<file path="config.mk">
export PLATFORM = sky130hd
export DESIGN_NAME = sort_then_binary_search_table_flat
export DESIGN_NICKNAME = d
export VERILOG_FILES = /design/src/rtl/stbst_pkg.sv /design/src/rtl/stbst_if.sv /design/src/rtl/sort_then_binary_search_table.sv /design/src/rtl/stbst_ram.sv /design/src/rtl/stbst_core.sv /design/src/flat_wrapper.sv
export SDC_FILE = /design/constraint.sdc
export NUM_CORES = 2
export LEC_CHECK = 0
export ABC_AREA = 1
export BUFFER_PORTS_ARGS = -buffer_cell sky130_fd_sc_hd__buf_2
export CORE_ASPECT_RATIO = 1.25
export CORE_MARGIN = 1.5
export CORE_UTILIZATION = 39
export CTS_CLUSTER_DIAMETER = 120
export CTS_CLUSTER_SIZE = 10
export DETAILED_ROUTE_END_ITERATION = 6
export PLACE_DENSITY = 0.57
export SLEW_MARGIN = 20
export SYNTH_ARGS = -nofsm -noshare
export SYNTH_HDL_FRONTEND = slang
export SYNTH_SLANG_ARGS = --single-unit
export TNS_END_PERCENT = 10
</file>
<file path="constraint.sdc">
create_clock -name clk -period 6.45 [get_ports clk]
set_input_delay 1.29 -clock clk [delete_from_list [all_inputs] [get_ports clk]]
set_output_delay 1.29 -clock clk [all_outputs]
set_load 0.02 [all_outputs]
</file>
<file path="src/rtl/stbst_pkg.sv">
package stbst_pkg;

  localparam int DEPTH_DEF = 32;
  localparam int VAL_W     = 32;
  localparam int POS_W     = 11;

  localparam logic ACT_LOAD    = 1'b0;
  localparam logic ACT_SEARCH  = 1'b1;
  localparam logic KIND_SORT   = 1'b0;
  localparam logic KIND_SEARCH = 1'b1;

  typedef enum logic [3:0] {
    ST_IDLE,
    ST_P_RD_LO,
    ST_P_RD_HI,
    ST_P_WR_LO,
    ST_P_WR_HI,
    ST_P_SCAN,
    ST_P_CMP,
    ST_P_SWP_A,
    ST_P_SWP_B,
    ST_P_FIN_A,
    ST_P_FIN_B,
    ST_P_NEXT,
    ST_P_POP,
    ST_Q_PROBE,
    ST_Q_CMP,
    ST_RESULT
  } state_t;

  // request from the channel side into the sequencer
  typedef struct packed {
    logic                    go;
    logic                    action;
    logic                    last;
    logic signed [VAL_W-1:0] value;
  } req_t;

  // finished result from the sequencer
  typedef struct packed {
    logic             valid;
    logic             kind;
    logic             found;
    logic [POS_W-1:0] position;
  } rsp_t;

endpackage

</file>
<file path="src/rtl/stbst_if.sv">
interface stbst_in_if;
  logic                               valid;
  logic                               ready;
  logic                               action;
  logic signed [stbst_pkg::VAL_W-1:0] value;
  logic                               last;

  modport source (output valid, output action, output value, output last, input ready);
  modport sink   (input valid, input action, input value, input last, output ready);
endinterface

interface stbst_out_if;
  logic                         valid;
  logic                         ready;
  logic                         kind;
  logic                         found;
  logic [stbst_pkg::POS_W-1:0]  position;

  modport source (output valid, output kind, output found, output position, input ready);
  modport sink   (input valid, input kind, input found, input position, output ready);
endinterface

</file>
<file path="src/rtl/sort_then_binary_search_table.sv">
// Load / sort / search table of signed 32-bit values.
// in_ch (valid/ready): action 0 loads value into the next free entry; a load
//   with last set sorts the loaded entries ascending (quicksort, first
//   element as pivot, Lomuto partition). action 1 binary searches value.
//   A load after a finished sort starts a new set; loads past DEPTH are
//   dropped but a last still triggers the sort.
// out_ch (valid/ready): kind 0 = sort done; kind 1 = search answer with
//   found and 1-based position (0 when not found).
// Flow: a plain load gives no result. A search takes a read state and a
//   compare state per probe. The sort is set by the one store RAM (one read
//   and one write port) and the one shared comparator: each partition has
//   setup states that move the pivot to the end, then a read and a compare
//   per scanned element, a two-step write per swap, a final pivot swap
//   unless the pivot already sits in place, then wrap-up; a stack pop starts
//   a parked range. in_ch.ready is low while an item is worked on.
// Results pass through a one-deep output register: the next item is taken
//   while a result waits, and a new result holds in the sequencer until the
//   register frees. Reset clears count and sorted flag; the store itself is
//   not cleared and needs no clearing pass.
module sort_then_binary_search_table #(
  parameter int DEPTH = stbst_pkg::DEPTH_DEF
) (
  input  logic            clk,
  input  logic            rst_n,
  stbst_in_if.sink        in_ch,
  stbst_out_if.source     out_ch
);

  stbst_pkg::req_t req;
  stbst_pkg::rsp_t rsp;
  logic            core_idle;
  logic            slot_free;

  logic                         out_valid_r, out_valid_nxt;
  logic                         out_kind_r, out_found_r;
  logic [stbst_pkg::POS_W-1:0]  out_pos_r;

  assign in_ch.ready = core_idle;

  always_comb begin
    req        = '0;
    req.go     = in_ch.valid && core_idle;
    req.action = in_ch.action;
    req.last   = in_ch.last;
    req.value  = in_ch.value;
  end

  // output register frees when empty or being drained this cycle
  assign slot_free = !out_valid_r || out_ch.ready;

  stbst_core #(.DEPTH(DEPTH)) u_core (
    .clk       (clk),
    .rst_n     (rst_n),
    .req       (req),
    .idle      (core_idle),
    .slot_free (slot_free),
    .rsp       (rsp)
  );

  always_comb begin
    out_valid_nxt = out_valid_r;
    if (rsp.valid && slot_free) begin
      out_valid_nxt = 1'b1;
    end else if (out_ch.ready) begin
      out_valid_nxt = 1'b0;
    end
  end

  always_ff @(posedge clk) begin
    if (!rst_n) begin
      out_valid_r <= 1'b0;
    end else begin
      out_valid_r <= out_valid_nxt;
    end
  end

  always_ff @(posedge clk) begin
    if (rsp.valid && slot_free) begin
      out_kind_r  <= rsp.kind;
      out_found_r <= rsp.found;
      out_pos_r   <= rsp.position;
    end
  end

  assign out_ch.valid    = out_valid_r;
  assign out_ch.kind     = out_kind_r;
  assign out_ch.found    = out_found_r;
  assign out_ch.position = out_pos_r;

endmodule

</file>
<file path="src/rtl/stbst_ram.sv">
module stbst_ram #(
  parameter int WIDTH = 32,
  parameter int DEPTH = 32
) (
  input  logic                     clk,
  input  logic                     we,
  input  logic [$clog2(DEPTH)-1:0] waddr,
  input  logic [WIDTH-1:0]         wdata,
  input  logic [$clog2(DEPTH)-1:0] raddr,
  output logic [WIDTH-1:0]         rdata
);

  logic [WIDTH-1:0] mem [DEPTH];

  always_ff @(posedge clk) begin
    if (we) begin
      mem[waddr] <= wdata;
    end
    rdata <= mem[raddr];
  end

endmodule

</file>
<file path="src/rtl/stbst_core.sv">
module stbst_core #(
  parameter int DEPTH = stbst_pkg::DEPTH_DEF
) (
  input  logic              clk,
  input  logic              rst_n,
  input  stbst_pkg::req_t   req,
  output logic              idle,
  input  logic              slot_free,
  output stbst_pkg::rsp_t   rsp
);

  localparam int IDX_W = $clog2(DEPTH);
  localparam int CNT_W = $clog2(DEPTH + 1);
  localparam int W1    = IDX_W + 1;
  localparam int VAL_W = stbst_pkg::VAL_W;
  localparam int POS_W = stbst_pkg::POS_W;

  stbst_pkg::state_t state_r, state_nxt;

  logic [CNT_W-1:0] cnt_r, cnt_nxt;
  logic             sorted_r, sorted_nxt;
  logic [CNT_W-1:0] sp_r, sp_nxt;
  logic [IDX_W-1:0] lo_r, lo_nxt, hi_r, hi_nxt, i_r, i_nxt, st_r, st_nxt;
  logic [VAL_W-1:0] piv_r, piv_nxt, tmp_r, tmp_nxt;
  logic [CNT_W-1:0] left_r, left_nxt, rp1_r, rp1_nxt;
  logic             kind_r, kind_nxt, found_r, found_nxt;
  logic [POS_W-1:0] pos_r, pos_nxt;

  // store and range stack ports
  logic             mem_we;
  logic [IDX_W-1:0] mem_waddr, mem_raddr;
  logic [VAL_W-1:0] mem_wdata, mem_rdata;
  logic             stk_we;
  logic [IDX_W-1:0] stk_waddr, stk_raddr;
  logic [2*IDX_W-1:0] stk_wdata, stk_rdata;

  // shared compare unit: read data against pivot or search key
  logic cmp_lt, cmp_eq;
  assign cmp_lt = $signed(mem_rdata) < $signed(piv_r);
  assign cmp_eq = mem_rdata == piv_r;

  // load bookkeeping
  logic [CNT_W-1:0] eff_cnt, ld_cnt;
  logic             ld_room;
  assign eff_cnt = sorted_r ? '0 : cnt_r;
  assign ld_room = eff_cnt < CNT_W'(DEPTH);
  assign ld_cnt  = ld_room ? eff_cnt + CNT_W'(1) : eff_cnt;

  // probe midpoint and partition split tests
  logic [CNT_W:0]   mid_sum;
  logic [IDX_W-1:0] mid;
  logic             probe_ok;
  logic             lft_ok, rgt_ok;
  logic [IDX_W-1:0] st_m1, st_p1;
  assign probe_ok = left_r < rp1_r;
  assign mid_sum  = {1'b0, left_r} + {1'b0, rp1_r} - (CNT_W+1)'(1);
  assign mid      = mid_sum[IDX_W:1];
  assign lft_ok   = {1'b0, st_r} > ({1'b0, lo_r} + W1'(1));
  assign rgt_ok   = {1'b0, hi_r} > ({1'b0, st_r} + W1'(1));
  assign st_m1    = st_r - IDX_W'(1);
  assign st_p1    = st_r + IDX_W'(1);

  stbst_ram #(.WIDTH(VAL_W), .DEPTH(DEPTH)) u_store (
    .clk   (clk),
    .we    (mem_we),
    .waddr (mem_waddr),
    .wdata (mem_wdata),
    .raddr (mem_raddr),
    .rdata (mem_rdata)
  );

  stbst_ram #(.WIDTH(2*IDX_W), .DEPTH(DEPTH)) u_stack (
    .clk   (clk),
    .we    (stk_we),
    .waddr (stk_waddr),
    .wdata (stk_wdata),
    .raddr (stk_raddr),
    .rdata (stk_rdata)
  );

  // next state
  always_comb begin
    state_nxt = state_r;
    unique case (state_r)
      stbst_pkg::ST_IDLE: begin
        if (req.go) begin
          if (req.action == stbst_pkg::ACT_SEARCH) begin
            state_nxt = stbst_pkg::ST_Q_PROBE;
          end else if (req.last) begin
            state_nxt = (ld_cnt >= CNT_W'(2)) ? stbst_pkg::ST_P_RD_LO : stbst_pkg::ST_RESULT;
          end
        end
      end
      stbst_pkg::ST_P_RD_LO: state_nxt = stbst_pkg::ST_P_RD_HI;
      stbst_pkg::ST_P_RD_HI: state_nxt = stbst_pkg::ST_P_WR_LO;
      stbst_pkg::ST_P_WR_LO: state_nxt = stbst_pkg::ST_P_WR_HI;
      stbst_pkg::ST_P_WR_HI: state_nxt = stbst_pkg::ST_P_SCAN;
      stbst_pkg::ST_P_SCAN: begin
        if (i_r != hi_r) begin
          state_nxt = stbst_pkg::ST_P_CMP;
        end else begin
          state_nxt = (st_r == hi_r) ? stbst_pkg::ST_P_NEXT : stbst_pkg::ST_P_FIN_A;
        end
      end
      stbst_pkg::ST_P_CMP: begin
        state_nxt = (cmp_lt && st_r != i_r) ? stbst_pkg::ST_P_SWP_A : stbst_pkg::ST_P_SCAN;
      end
      stbst_pkg::ST_P_SWP_A: state_nxt = stbst_pkg::ST_P_SWP_B;
      stbst_pkg::ST_P_SWP_B: state_nxt = stbst_pkg::ST_P_SCAN;
      stbst_pkg::ST_P_FIN_A: state_nxt = stbst_pkg::ST_P_FIN_B;
      stbst_pkg::ST_P_FIN_B: state_nxt = stbst_pkg::ST_P_NEXT;
      stbst_pkg::ST_P_NEXT: begin
        if (lft_ok || rgt_ok) begin
          state_nxt = stbst_pkg::ST_P_RD_LO;
        end else begin
          state_nxt = (sp_r == '0) ? stbst_pkg::ST_RESULT : stbst_pkg::ST_P_POP;
        end
      end
      stbst_pkg::ST_P_POP: state_nxt = stbst_pkg::ST_P_RD_LO;
      stbst_pkg::ST_Q_PROBE: begin
        state_nxt = probe_ok ? stbst_pkg::ST_Q_CMP : stbst_pkg::ST_RESULT;
      end
      stbst_pkg::ST_Q_CMP: begin
        state_nxt = (cmp_eq || probe_ok == 1'b0) ? stbst_pkg::ST_RESULT
                                                 : stbst_pkg::ST_Q_PROBE;
      end
      stbst_pkg::ST_RESULT: begin
        if (slot_free) begin
          state_nxt = stbst_pkg::ST_IDLE;
        end
      end
      default: state_nxt = stbst_pkg::ST_IDLE;
    endcase
  end

  // memory controls and handshake outputs
  always_comb begin
    mem_we    = 1'b0;
    mem_waddr = '0;
    mem_wdata = '0;
    mem_raddr = '0;
    stk_we    = 1'b0;
    stk_waddr = sp_r[IDX_W-1:0];
    stk_wdata = {st_p1, hi_r};
    stk_raddr = '0;
    idle      = 1'b0;
    rsp       = '0;
    unique case (state_r)
      stbst_pkg::ST_IDLE: begin
        idle = 1'b1;
        if (req.go && req.action == stbst_pkg::ACT_LOAD && ld_room) begin
          mem_we    = 1'b1;
          mem_waddr = eff_cnt[IDX_W-1:0];
          mem_wdata = req.value;
        end
      end
      stbst_pkg::ST_P_RD_LO: mem_raddr = lo_r;
      stbst_pkg::ST_P_RD_HI: mem_raddr = hi_r;
      stbst_pkg::ST_P_WR_LO: begin
        mem_we    = 1'b1;
        mem_waddr = lo_r;
        mem_wdata = mem_rdata;
      end
      stbst_pkg::ST_P_WR_HI: begin
        mem_we    = 1'b1;
        mem_waddr = hi_r;
        mem_wdata = piv_r;
      end
      stbst_pkg::ST_P_SCAN: mem_raddr = (i_r != hi_r) ? i_r : st_r;
      stbst_pkg::ST_P_CMP: mem_raddr = st_r;
      stbst_pkg::ST_P_SWP_A: begin
        mem_we    = 1'b1;
        mem_waddr = i_r;
        mem_wdata = mem_rdata;
      end
      stbst_pkg::ST_P_SWP_B: begin
        mem_we    = 1'b1;
        mem_waddr = st_r;
        mem_wdata = tmp_r;
      end
      stbst_pkg::ST_P_FIN_A: begin
        mem_we    = 1'b1;
        mem_waddr = hi_r;
        mem_wdata = mem_rdata;
      end
      stbst_pkg::ST_P_FIN_B: begin
        mem_we    = 1'b1;
        mem_waddr = st_r;
        mem_wdata = piv_r;
      end
      stbst_pkg::ST_P_NEXT: begin
        stk_we    = lft_ok && rgt_ok;
        stk_raddr = sp_r[IDX_W-1:0] - IDX_W'(1);
      end
      stbst_pkg::ST_P_POP: ;
      stbst_pkg::ST_Q_PROBE: mem_raddr = mid;
      stbst_pkg::ST_Q_CMP: ;
      stbst_pkg::ST_RESULT: begin
        rsp.valid    = 1'b1;
        rsp.kind     = kind_r;
        rsp.found    = found_r;
        rsp.position = pos_r;
      end
      default: ;
    endcase
  end

  // datapath registers
  always_comb begin
    cnt_nxt    = cnt_r;
    sorted_nxt = sorted_r;
    sp_nxt     = sp_r;
    lo_nxt     = lo_r;
    hi_nxt     = hi_r;
    i_nxt      = i_r;
    st_nxt     = st_r;
    piv_nxt    = piv_r;
    tmp_nxt    = tmp_r;
    left_nxt   = left_r;
    rp1_nxt    = rp1_r;
    kind_nxt   = kind_r;
    found_nxt  = found_r;
    pos_nxt    = pos_r;
    unique case (state_r)
      stbst_pkg::ST_IDLE: begin
        if (req.go) begin
          if (req.action == stbst_pkg::ACT_LOAD) begin
            cnt_nxt    = ld_cnt;
            sorted_nxt = req.last;
            kind_nxt   = stbst_pkg::KIND_SORT;
            found_nxt  = 1'b0;
            pos_nxt    = '0;
            sp_nxt     = '0;
            lo_nxt     = '0;
            hi_nxt     = IDX_W'(ld_cnt - CNT_W'(1));
          end else begin
            piv_nxt  = req.value;
            left_nxt = '0;
            rp1_nxt  = cnt_r;
            kind_nxt = stbst_pkg::KIND_SEARCH;
          end
        end
      end
      stbst_pkg::ST_P_RD_HI: piv_nxt = mem_rdata;
      stbst_pkg::ST_P_WR_LO: begin
        i_nxt  = lo_r;
        st_nxt = lo_r;
      end
      stbst_pkg::ST_P_CMP: begin
        tmp_nxt = mem_rdata;
        if (!cmp_lt) begin
          i_nxt = i_r + IDX_W'(1);
        end else if (st_r == i_r) begin
          i_nxt  = i_r + IDX_W'(1);
          st_nxt = st_p1;
        end
      end
      stbst_pkg::ST_P_SWP_B: begin
        i_nxt  = i_r + IDX_W'(1);
        st_nxt = st_p1;
      end
      stbst_pkg::ST_P_NEXT: begin
        // go left, parking the right one if both; else right; else pop
        if (lft_ok) begin
          hi_nxt = st_m1;
          if (rgt_ok) begin
            sp_nxt = sp_r + CNT_W'(1);
          end
        end else if (rgt_ok) begin
          lo_nxt = st_p1;
        end else if (sp_r != '0) begin
          sp_nxt = sp_r - CNT_W'(1);
        end
      end
      stbst_pkg::ST_P_POP: begin
        lo_nxt = stk_rdata[2*IDX_W-1:IDX_W];
        hi_nxt = stk_rdata[IDX_W-1:0];
      end
      stbst_pkg::ST_Q_PROBE: begin
        i_nxt = mid;
        if (!probe_ok) begin
          found_nxt = 1'b0;
          pos_nxt   = '0;
        end
      end
      stbst_pkg::ST_Q_CMP: begin
        if (cmp_eq) begin
          found_nxt = 1'b1;
          pos_nxt   = {{(POS_W-IDX_W){1'b0}}, i_r} + POS_W'(1);
        end else if (cmp_lt) begin
          left_nxt = CNT_W'(i_r) + CNT_W'(1);
        end else begin
          rp1_nxt = CNT_W'(i_r);
        end
      end
      default: ;
    endcase
  end

  always_ff @(posedge clk) begin
    if (!rst_n) begin
      state_r  <= stbst_pkg::ST_IDLE;
      cnt_r    <= '0;
      sorted_r <= 1'b0;
      sp_r     <= '0;
    end else begin
      state_r  <= state_nxt;
      cnt_r    <= cnt_nxt;
      sorted_r <= sorted_nxt;
      sp_r     <= sp_nxt;
    end
  end

  always_ff @(posedge clk) begin
    lo_r    <= lo_nxt;
    hi_r    <= hi_nxt;
    i_r     <= i_nxt;
    st_r    <= st_nxt;
    piv_r   <= piv_nxt;
    tmp_r   <= tmp_nxt;
    left_r  <= left_nxt;
    rp1_r   <= rp1_nxt;
    kind_r  <= kind_nxt;
    found_r <= found_nxt;
    pos_r   <= pos_nxt;
  end

endmodule
</file>
<file path="src/flat_wrapper.sv">
// flat-port wrapper written by rule: the top's interface ports become plain ports
module sort_then_binary_search_table_flat 
#(
  parameter int DEPTH = stbst_pkg::DEPTH_DEF
)
  (clk, rst_n, in_ch_valid, in_ch_action, in_ch_value, in_ch_last, in_ch_ready, out_ch_valid, out_ch_kind, out_ch_found, out_ch_position, out_ch_ready);
  stbst_in_if in_ch_i ();
  stbst_out_if out_ch_i ();
  input  logic clk;
  input  logic rst_n;
  input wire logic [$bits(in_ch_i.valid)-1:0] in_ch_valid;
  input wire logic [$bits(in_ch_i.action)-1:0] in_ch_action;
  input wire logic [$bits(in_ch_i.value)-1:0] in_ch_value;
  input wire logic [$bits(in_ch_i.last)-1:0] in_ch_last;
  output wire logic [$bits(in_ch_i.ready)-1:0] in_ch_ready;
  output wire logic [$bits(out_ch_i.valid)-1:0] out_ch_valid;
  output wire logic [$bits(out_ch_i.kind)-1:0] out_ch_kind;
  output wire logic [$bits(out_ch_i.found)-1:0] out_ch_found;
  output wire logic [$bits(out_ch_i.position)-1:0] out_ch_position;
  input wire logic [$bits(out_ch_i.ready)-1:0] out_ch_ready;
  assign in_ch_i.valid = in_ch_valid;
  assign in_ch_i.action = in_ch_action;
  assign in_ch_i.value = in_ch_value;
  assign in_ch_i.last = in_ch_last;
  assign in_ch_ready = in_ch_i.ready;
  assign out_ch_valid = out_ch_i.valid;
  assign out_ch_kind = out_ch_i.kind;
  assign out_ch_found = out_ch_i.found;
  assign out_ch_position = out_ch_i.position;
  assign out_ch_i.ready = out_ch_ready;
  sort_then_binary_search_table #(.DEPTH(DEPTH)) u_core (.clk(clk), .rst_n(rst_n), .in_ch(in_ch_i), .out_ch(out_ch_i));
endmodule
</file>
---- Word level (Yosys, flattened, before mapping) ----
Memory sizes are Yosys's and may differ from the RTL's. A register that Yosys moved wholly into a read port is not among the register bits.
Cells that the tools add are included.
storage, ports and cells
  register bits ........................... 140
  RAM bits ................................ 1344
  input port bits ......................... 38
  output and inout bits ................... 15
  word-level logic and storage cells ...... 200
  memories kept ........................... 2
operators by class
  add/subtract/negate cells ............... 14
  order comparisons ....................... 6
  eq/ne operators ......................... 39
  multiplexer cells ....................... 79
  bitwise gates (word level) .............. 2
  reductions and logical operators ........ 39
memories
  name                       words  width  read ports  clocked after Yosys merged registers in  wr ports  RTL line         source
  u_core.u_core.u_store.mem  32     32     1           1                                        1         stbst_ram.sv:13  logic [WIDTH-1:0] mem [DEPTH];
  u_core.u_core.u_stack.mem  32     10     1           1                                        1         stbst_ram.sv:13
operator list
  operator               count
  $pmux W32 S4           1
  $mux W32               3
  $mux W6                16
  $mux W5                14
  $pmux W32 S2           1
  $pmux W4 S15           1
  $pmux W5 S5            2
  $pmux W5 S3            3
  $mux W11               4
  $pmux W6 S2            3
  $pmux W11 S3           1
  $eq A32 B32 Y1         1
  $eq A4 B4 Y1 const B   8
  $lt A32 B32 Y1         1
  $mux W4                7
  $ne A2 B2 Y1 const B   14
  $add A5 B1 Y6 const B  4
  $pmux W5 S4            1
  $reduce_and A5 Y1      4
  $eq A4 B3 Y1 const B   4
  $mux W1                15
  $ne A3 B3 Y1 const B   5
  $sub A5 B1 Y5 const B  3
  $mux W14               1
  other kinds (32)       62

---- Longest topological paths before layout ----
  word-level depth ........................ 9
  depth in mapped cells ................... 20
  depth with buffers taken out ............ 19

---- By module ----
Synthesis repeated with hierarchy kept, for this count alone.
unflattened totals
  cells, all modules ...................... 5714
  area total of the unflattened synthesis .. 64559.4 um^2
modules (own cells, without submodules)
  module                             times used  cells an instance  area each (um^2)  seq. area each (um^2)
  stbst_ram (u_core.u_core.u_store)  1           3536               42405.7           31390.1
  stbst_ram (u_core.u_core.u_stack)  1           1140               13330.3           9809.4
  stbst_core                         1           1016               8374.3            3463.3
  sort_then_binary_search_table      1           22                 449.2             410.4

---- Least setup slack after synthesis ----
OpenSTA, ideal clock, no wires.
  kind .................................... input port to flip-flop
  from .................................... in in_ch_action
  to ...................................... mem u_core.u_core.u_store.mem[0][0] (enable)
  setup time .............................. 461 ps
  arrival time ............................ 4444 ps
  data required time ...................... 5989 ps
  slack ................................... 1545 ps
  cell stages on the path ................. 6
  cells stage by stage .................... nor2_1 nand2_1 nor2_4 a2111oi_2 nand2_1 nor3_1
on the way
  cells in the longest elaborated chain, start to end .. 7
  elaborated cells on any way between the ends .. 9
ends and longest elaborated chain
  what                                 RTL line            source
  start: declaration                   flat_wrapper.sv:12  input wire logic [$bits(in_ch_i.action)-1:0] in_ch_action;
  $not A1 Y1 (no line) *               n/a
  $logic_and A1 B1 Y1 * (2 in series)  stbst_core.sv:151   if (req.go && req.action == stbst_pkg::ACT_LOAD && ld_room) begin
  $mux W1                              stbst_core.sv:151
  $pmux W1 S2                          stbst_core.sv:148   unique case (state_r)
  $mux W1                              stbst_ram.sv:16     if (we) begin
  $mux W1 (not written as such)        stbst_ram.sv:17     mem[waddr] <= wdata;
  end: declaration                     stbst_ram.sv:13
Every way passes the cells marked *; elsewhere a longest branch is shown, timed or not.

---- Worst setup path after layout ----
  from .................................... reg u_core.u_core.state_r[1]
  to ...................................... reg u_core.u_core.u_stack.rdata[0] (read register of u_core.u_core.u_stack.mem)
on the way
  cells in the longest elaborated chain, start to end .. 2
ends and longest elaborated chain
  what                      RTL line           source
  start: declaration        stbst_core.sv:18   stbst_pkg::state_t state_r, state_nxt;
  start signal: assignment  stbst_core.sv:302  state_r <= stbst_pkg::ST_IDLE;
  start signal: assignment  stbst_core.sv:307  state_r <= state_nxt;
  $eq A4 B4 Y1              stbst_core.sv:148
  $mux W5                   stbst_core.sv:148
  end: declaration          stbst_ram.sv:10    output logic [WIDTH-1:0] rdata
Every way passes these cells.
A chain may end at the register's enable or synchronous reset.

==> results.sh <==
export IMPL_yosysSeqAreaShare_pct=66.8
export IMPL_synth_xor_area_share_pct=0.221
export IMPL_first_pass_iters=5
export IMPL_syn_avg_cell_area_um2=11.0
export IMPL_skew_ns=0.0276
export IMPL_synthFlopType="edfxtp_1"
export IMPL_clock_latency_ns=0.81
export IMPL_synth_fa_ha_area_share_pct=1.34
export IMPL_async_reset_ff_share_pct=0
export IMPL_irDropWorstVdd_uv=589
export IMPL_drv_cap=0
export IMPL_worstSetupStartpointType="flop"
export IMPL_hold_viol_final=0
export IMPL_syn_area_um2=67200
export IMPL_report_final_slew_viol_count=0
export IMPL_synthCells=6121
export IMPL_crit_path_cell_trace="nand2_1 -> inv_1 -> nand2_1 -> buf_4 -> nor2_4 -> inv_4 -> buf_12 -> o211ai_1 -> nand3_1 -> nand3_1 -> nand2_1 -> a31oi_1 -> a31oi_1"
export IMPL_met3_usage_pct=3.01
export IMPL_grt_total_usage_pct=22.7
export IMPL_routedWlPerCell_um=24.0
export IMPL_final_common_cell="edfxtp_1"
export IMPL_fin_crit_sh_pct=72.0
export IMPL_drt_wl_total_mm=202
export IMPL_fmax_mhz=215
export IMPL_slowest_delay_ns=0.67
export IMPL_grt_max_degree=153
export IMPL_final_cell_mix="edfxtp_1, nand3_1, nand2_1"
export IMPL_start_util_pct=39.2
export IMPL_hold_class="flop to flop"
export IMPL_synth_edf_count=1456
export IMPL_slew_headroom_pct=25.9
export IMPL_endpoint_kind="flop"
export IMPL_num_rows=170
export IMPL_synthSimpleGateAreaFrac_pct=20.4
export IMPL_setup_viol=0
export IMPL_grt_use_met1_pct=29.4
export IMPL_die_w_um=374
export IMPL_yosys_warnings=0
export IMPL_crit_arrival_ns=5.24
export IMPL_synth_top_family_by_area="simple AND/OR/NAND/NOR gates"
export IMPL_synthToLayoutAreaGrowth_pct=11.6
export IMPL_cpMaxStageDelayCell="nor2_4"
export IMPL_cts_inserted_buffers=169
export IMPL_design_die_area_um2=175000
export IMPL_htreeDepth=4
export IMPL_remaining_drc_errors=0
export IMPL_grt_pass1_wl_mm=295
export IMPL_drive_gt1_share_pct=9.28
export IMPL_pwr_density_cell_nw_per_um2=500
export IMPL_clockBufferDepth=3
export IMPL_path_max_fanout=90
export IMPL_crit_required_ns=7.04
export IMPL_path_clk_slew_ns=0.06
export IMPL_fin_tns_setup_ns=0
export IMPL_die_h_um=467
export IMPL_tightest_slew_ns=1.11
export IMPL_final_nets=6194
export IMPL_use_met2_pct=38.1
export IMPL_cts_tree="done"
export IMPL_ioPinCount=53
export IMPL_cts_resized=0
export IMPL_power_total_mw=37.5
export IMPL_ctsHoldBuffers=0
export IMPL_fin_crit_ns=4.64
export IMPL_via_count=45900
export IMPL_gp_congestion=0.901
export IMPL_grt_overflow_total=0
export IMPL_port_buffers=47
export IMPL_grt_setup_unrepaired="no"
export IMPL_synth_compound_area_share_pct=4.10
export IMPL_path_common_cell="nand2_1"
export IMPL_viasPerCell=5.45
export IMPL_antenna_found_initial=6
export IMPL_placed_cells=8148
export IMPL_synthMuxAreaShare_pct=0.0447
export IMPL_ant_nets=0
export IMPL_ys_types=54
export IMPL_grt_busiest_layer="met2"
export IMPL_grt_pass1_vias=44200
export IMPL_ys_ff_latch=1516
export IMPL_final_util_pct=43.8
export IMPL_clock_sinks=1516
export IMPL_cellLeakagePower_nw=29.0
export IMPL_crit_type="flop to flop"
export IMPL_drt_iter0_markers=4957
export IMPL_root_buffer="clkbuf_16"
export IMPL_core_area_um2=171000
export IMPL_postCtsSetupRepairBufs=0
export IMPL_status="complete, no violations"
export IMPL_finalNonFillerCells=8412
export IMPL_place_hpwl_mm=119
[where the power goes]
part           internal, mW  switching, mW  leakage [nW]  total (mW)
logic                  3.50           11.0          12.8        14.5
registers              13.7          0.543          13.9        14.3
clock network          4.93           3.82          2.31        8.75
total                  22.1           15.4          29.0        37.5
[cells by family (layout without fill, tap and decap cells)]
logic type,count (synthesis),count (layout)
AO/OA/AOI/OAI,417,417
flip-flops,1516,1516
buffers and inverters,1199,1249
AND/OR/NAND/NOR,2897,2897
other,1,6
adder cells (fa/ha/maj),71,71
XOR/XNOR,17,17
multiplexers,3,3
[cells in the mapped netlist, types with 55 or more instances]
| cell type | instances | area (µm²) |
|---|---|---|
| edfxtp_1 | 1456 | 43700 |
| nand3_1 | 1229 | 6150 |
| nand2_1 | 1096 | 4110 |
| inv_1 | 814 | 3060 |
| nand3b_1 | 225 | 1690 |
| buf_2 | 170 | 851 |
| nor2_1 | 169 | 634 |
| clkbuf_1 | 132 | 495 |
| o211ai_1 | 129 | 968 |
| or2_2 | 128 | 801 |
| o21ai_0 | 84 | 420 |
| ha_1 | 69 | 863 |
| a21oi_1 | 63 | 315 |
| dfxtp_1 | 60 | 1200 |
| buf_1 | 55 | 206 |
| o22ai_1 | 55 | 344 |
[flip-flops by register name, indices dropped and copies added, names as in the netlist, 6 cells and up]
signal	flops
u_core.out_ch.position	6
u_core.u_core.cnt_r	6
u_core.u_core.left_r	6
u_core.u_core.piv_r	32
u_core.u_core.pos_r	6
u_core.u_core.rp1_r	6
u_core.u_core.sp_r	6
u_core.u_core.tmp_r	32
u_core.u_core.u_stack.mem	320
u_core.u_core.u_stack.rdata	10
u_core.u_core.u_store.mem	1024
u_core.u_core.u_store.rdata	32
[metrics by stage]
| stage | hold WS [ns] | cell area, µm² | setup WS [ns] |
|---|---|---|---|
| finish | 0.461 | 75100 | 1.81 |
| global route | 0.478 | 75100 | 1.46 |
| CTS | 0.463 | 75000 | 1.73 |
| detailed placement | 0.448 | 70200 | 1.70 |
| global placement | 0.448 | 70100 | 1.63 |
| floorplan | 0.408 | 67300 | 1.54 |
[path summary, 6_finish.rpt]
check / startpoint / to / slack (ns) / depth (start not counted)
min: u_core.u_core.u_store.rdata[10]$_DFF_P_ / u_core.u_core.tmp_r[10]$_DFFE_PP_ / 0.46 / 0
min reg2reg: u_core.u_core.u_store.rdata[10]$_DFF_P_ / u_core.u_core.tmp_r[10]$_DFFE_PP_ / 0.46 / 0
max reg2reg: u_core.u_core.state_r[1]$_SDFFE_PN0P_ / u_core.u_core.u_stack.rdata[0]$_DFF_P_ / 1.81 / 13
max: u_core.u_core.state_r[1]$_SDFFE_PN0P_ / u_core.u_core.u_stack.rdata[0]$_DFF_P_ / 1.81 / 13
[layout make-up]
class / count / area (µm²)
fill: 15900 / 96400
clock inverter: 13 / 224
sequential: 1516 / 44900
antenna: 1 / 2.50
inverter: 828 / 3130
multi-input combinational: 3410 / 18000
clock buffer: 248 / 4590
tap: 2236 / 2800
timing repair buffer: 160 / 1390
[routing by layer]
metal / vias up / share of wire [%] / wire length (µm)
li1: 21100 / - / -
met1: 22700 / 41 / 82600
met5: - / 0 / 0
met4: 0 / 4.3 / 8710
met2: 1760 / 48 / 97400
met3: 355 / 6.4 / 13000
[worst max-delay path, delay by kind of cell (launching register included)]
family,cells,cell delay (ns)
and+or+nand+nor,6,1.55
AOI/OAI and AO/OA,3,0.92
DFF,1,0.47
buffers and inverters,4,1.34
(Power assumes the default switching activity.)
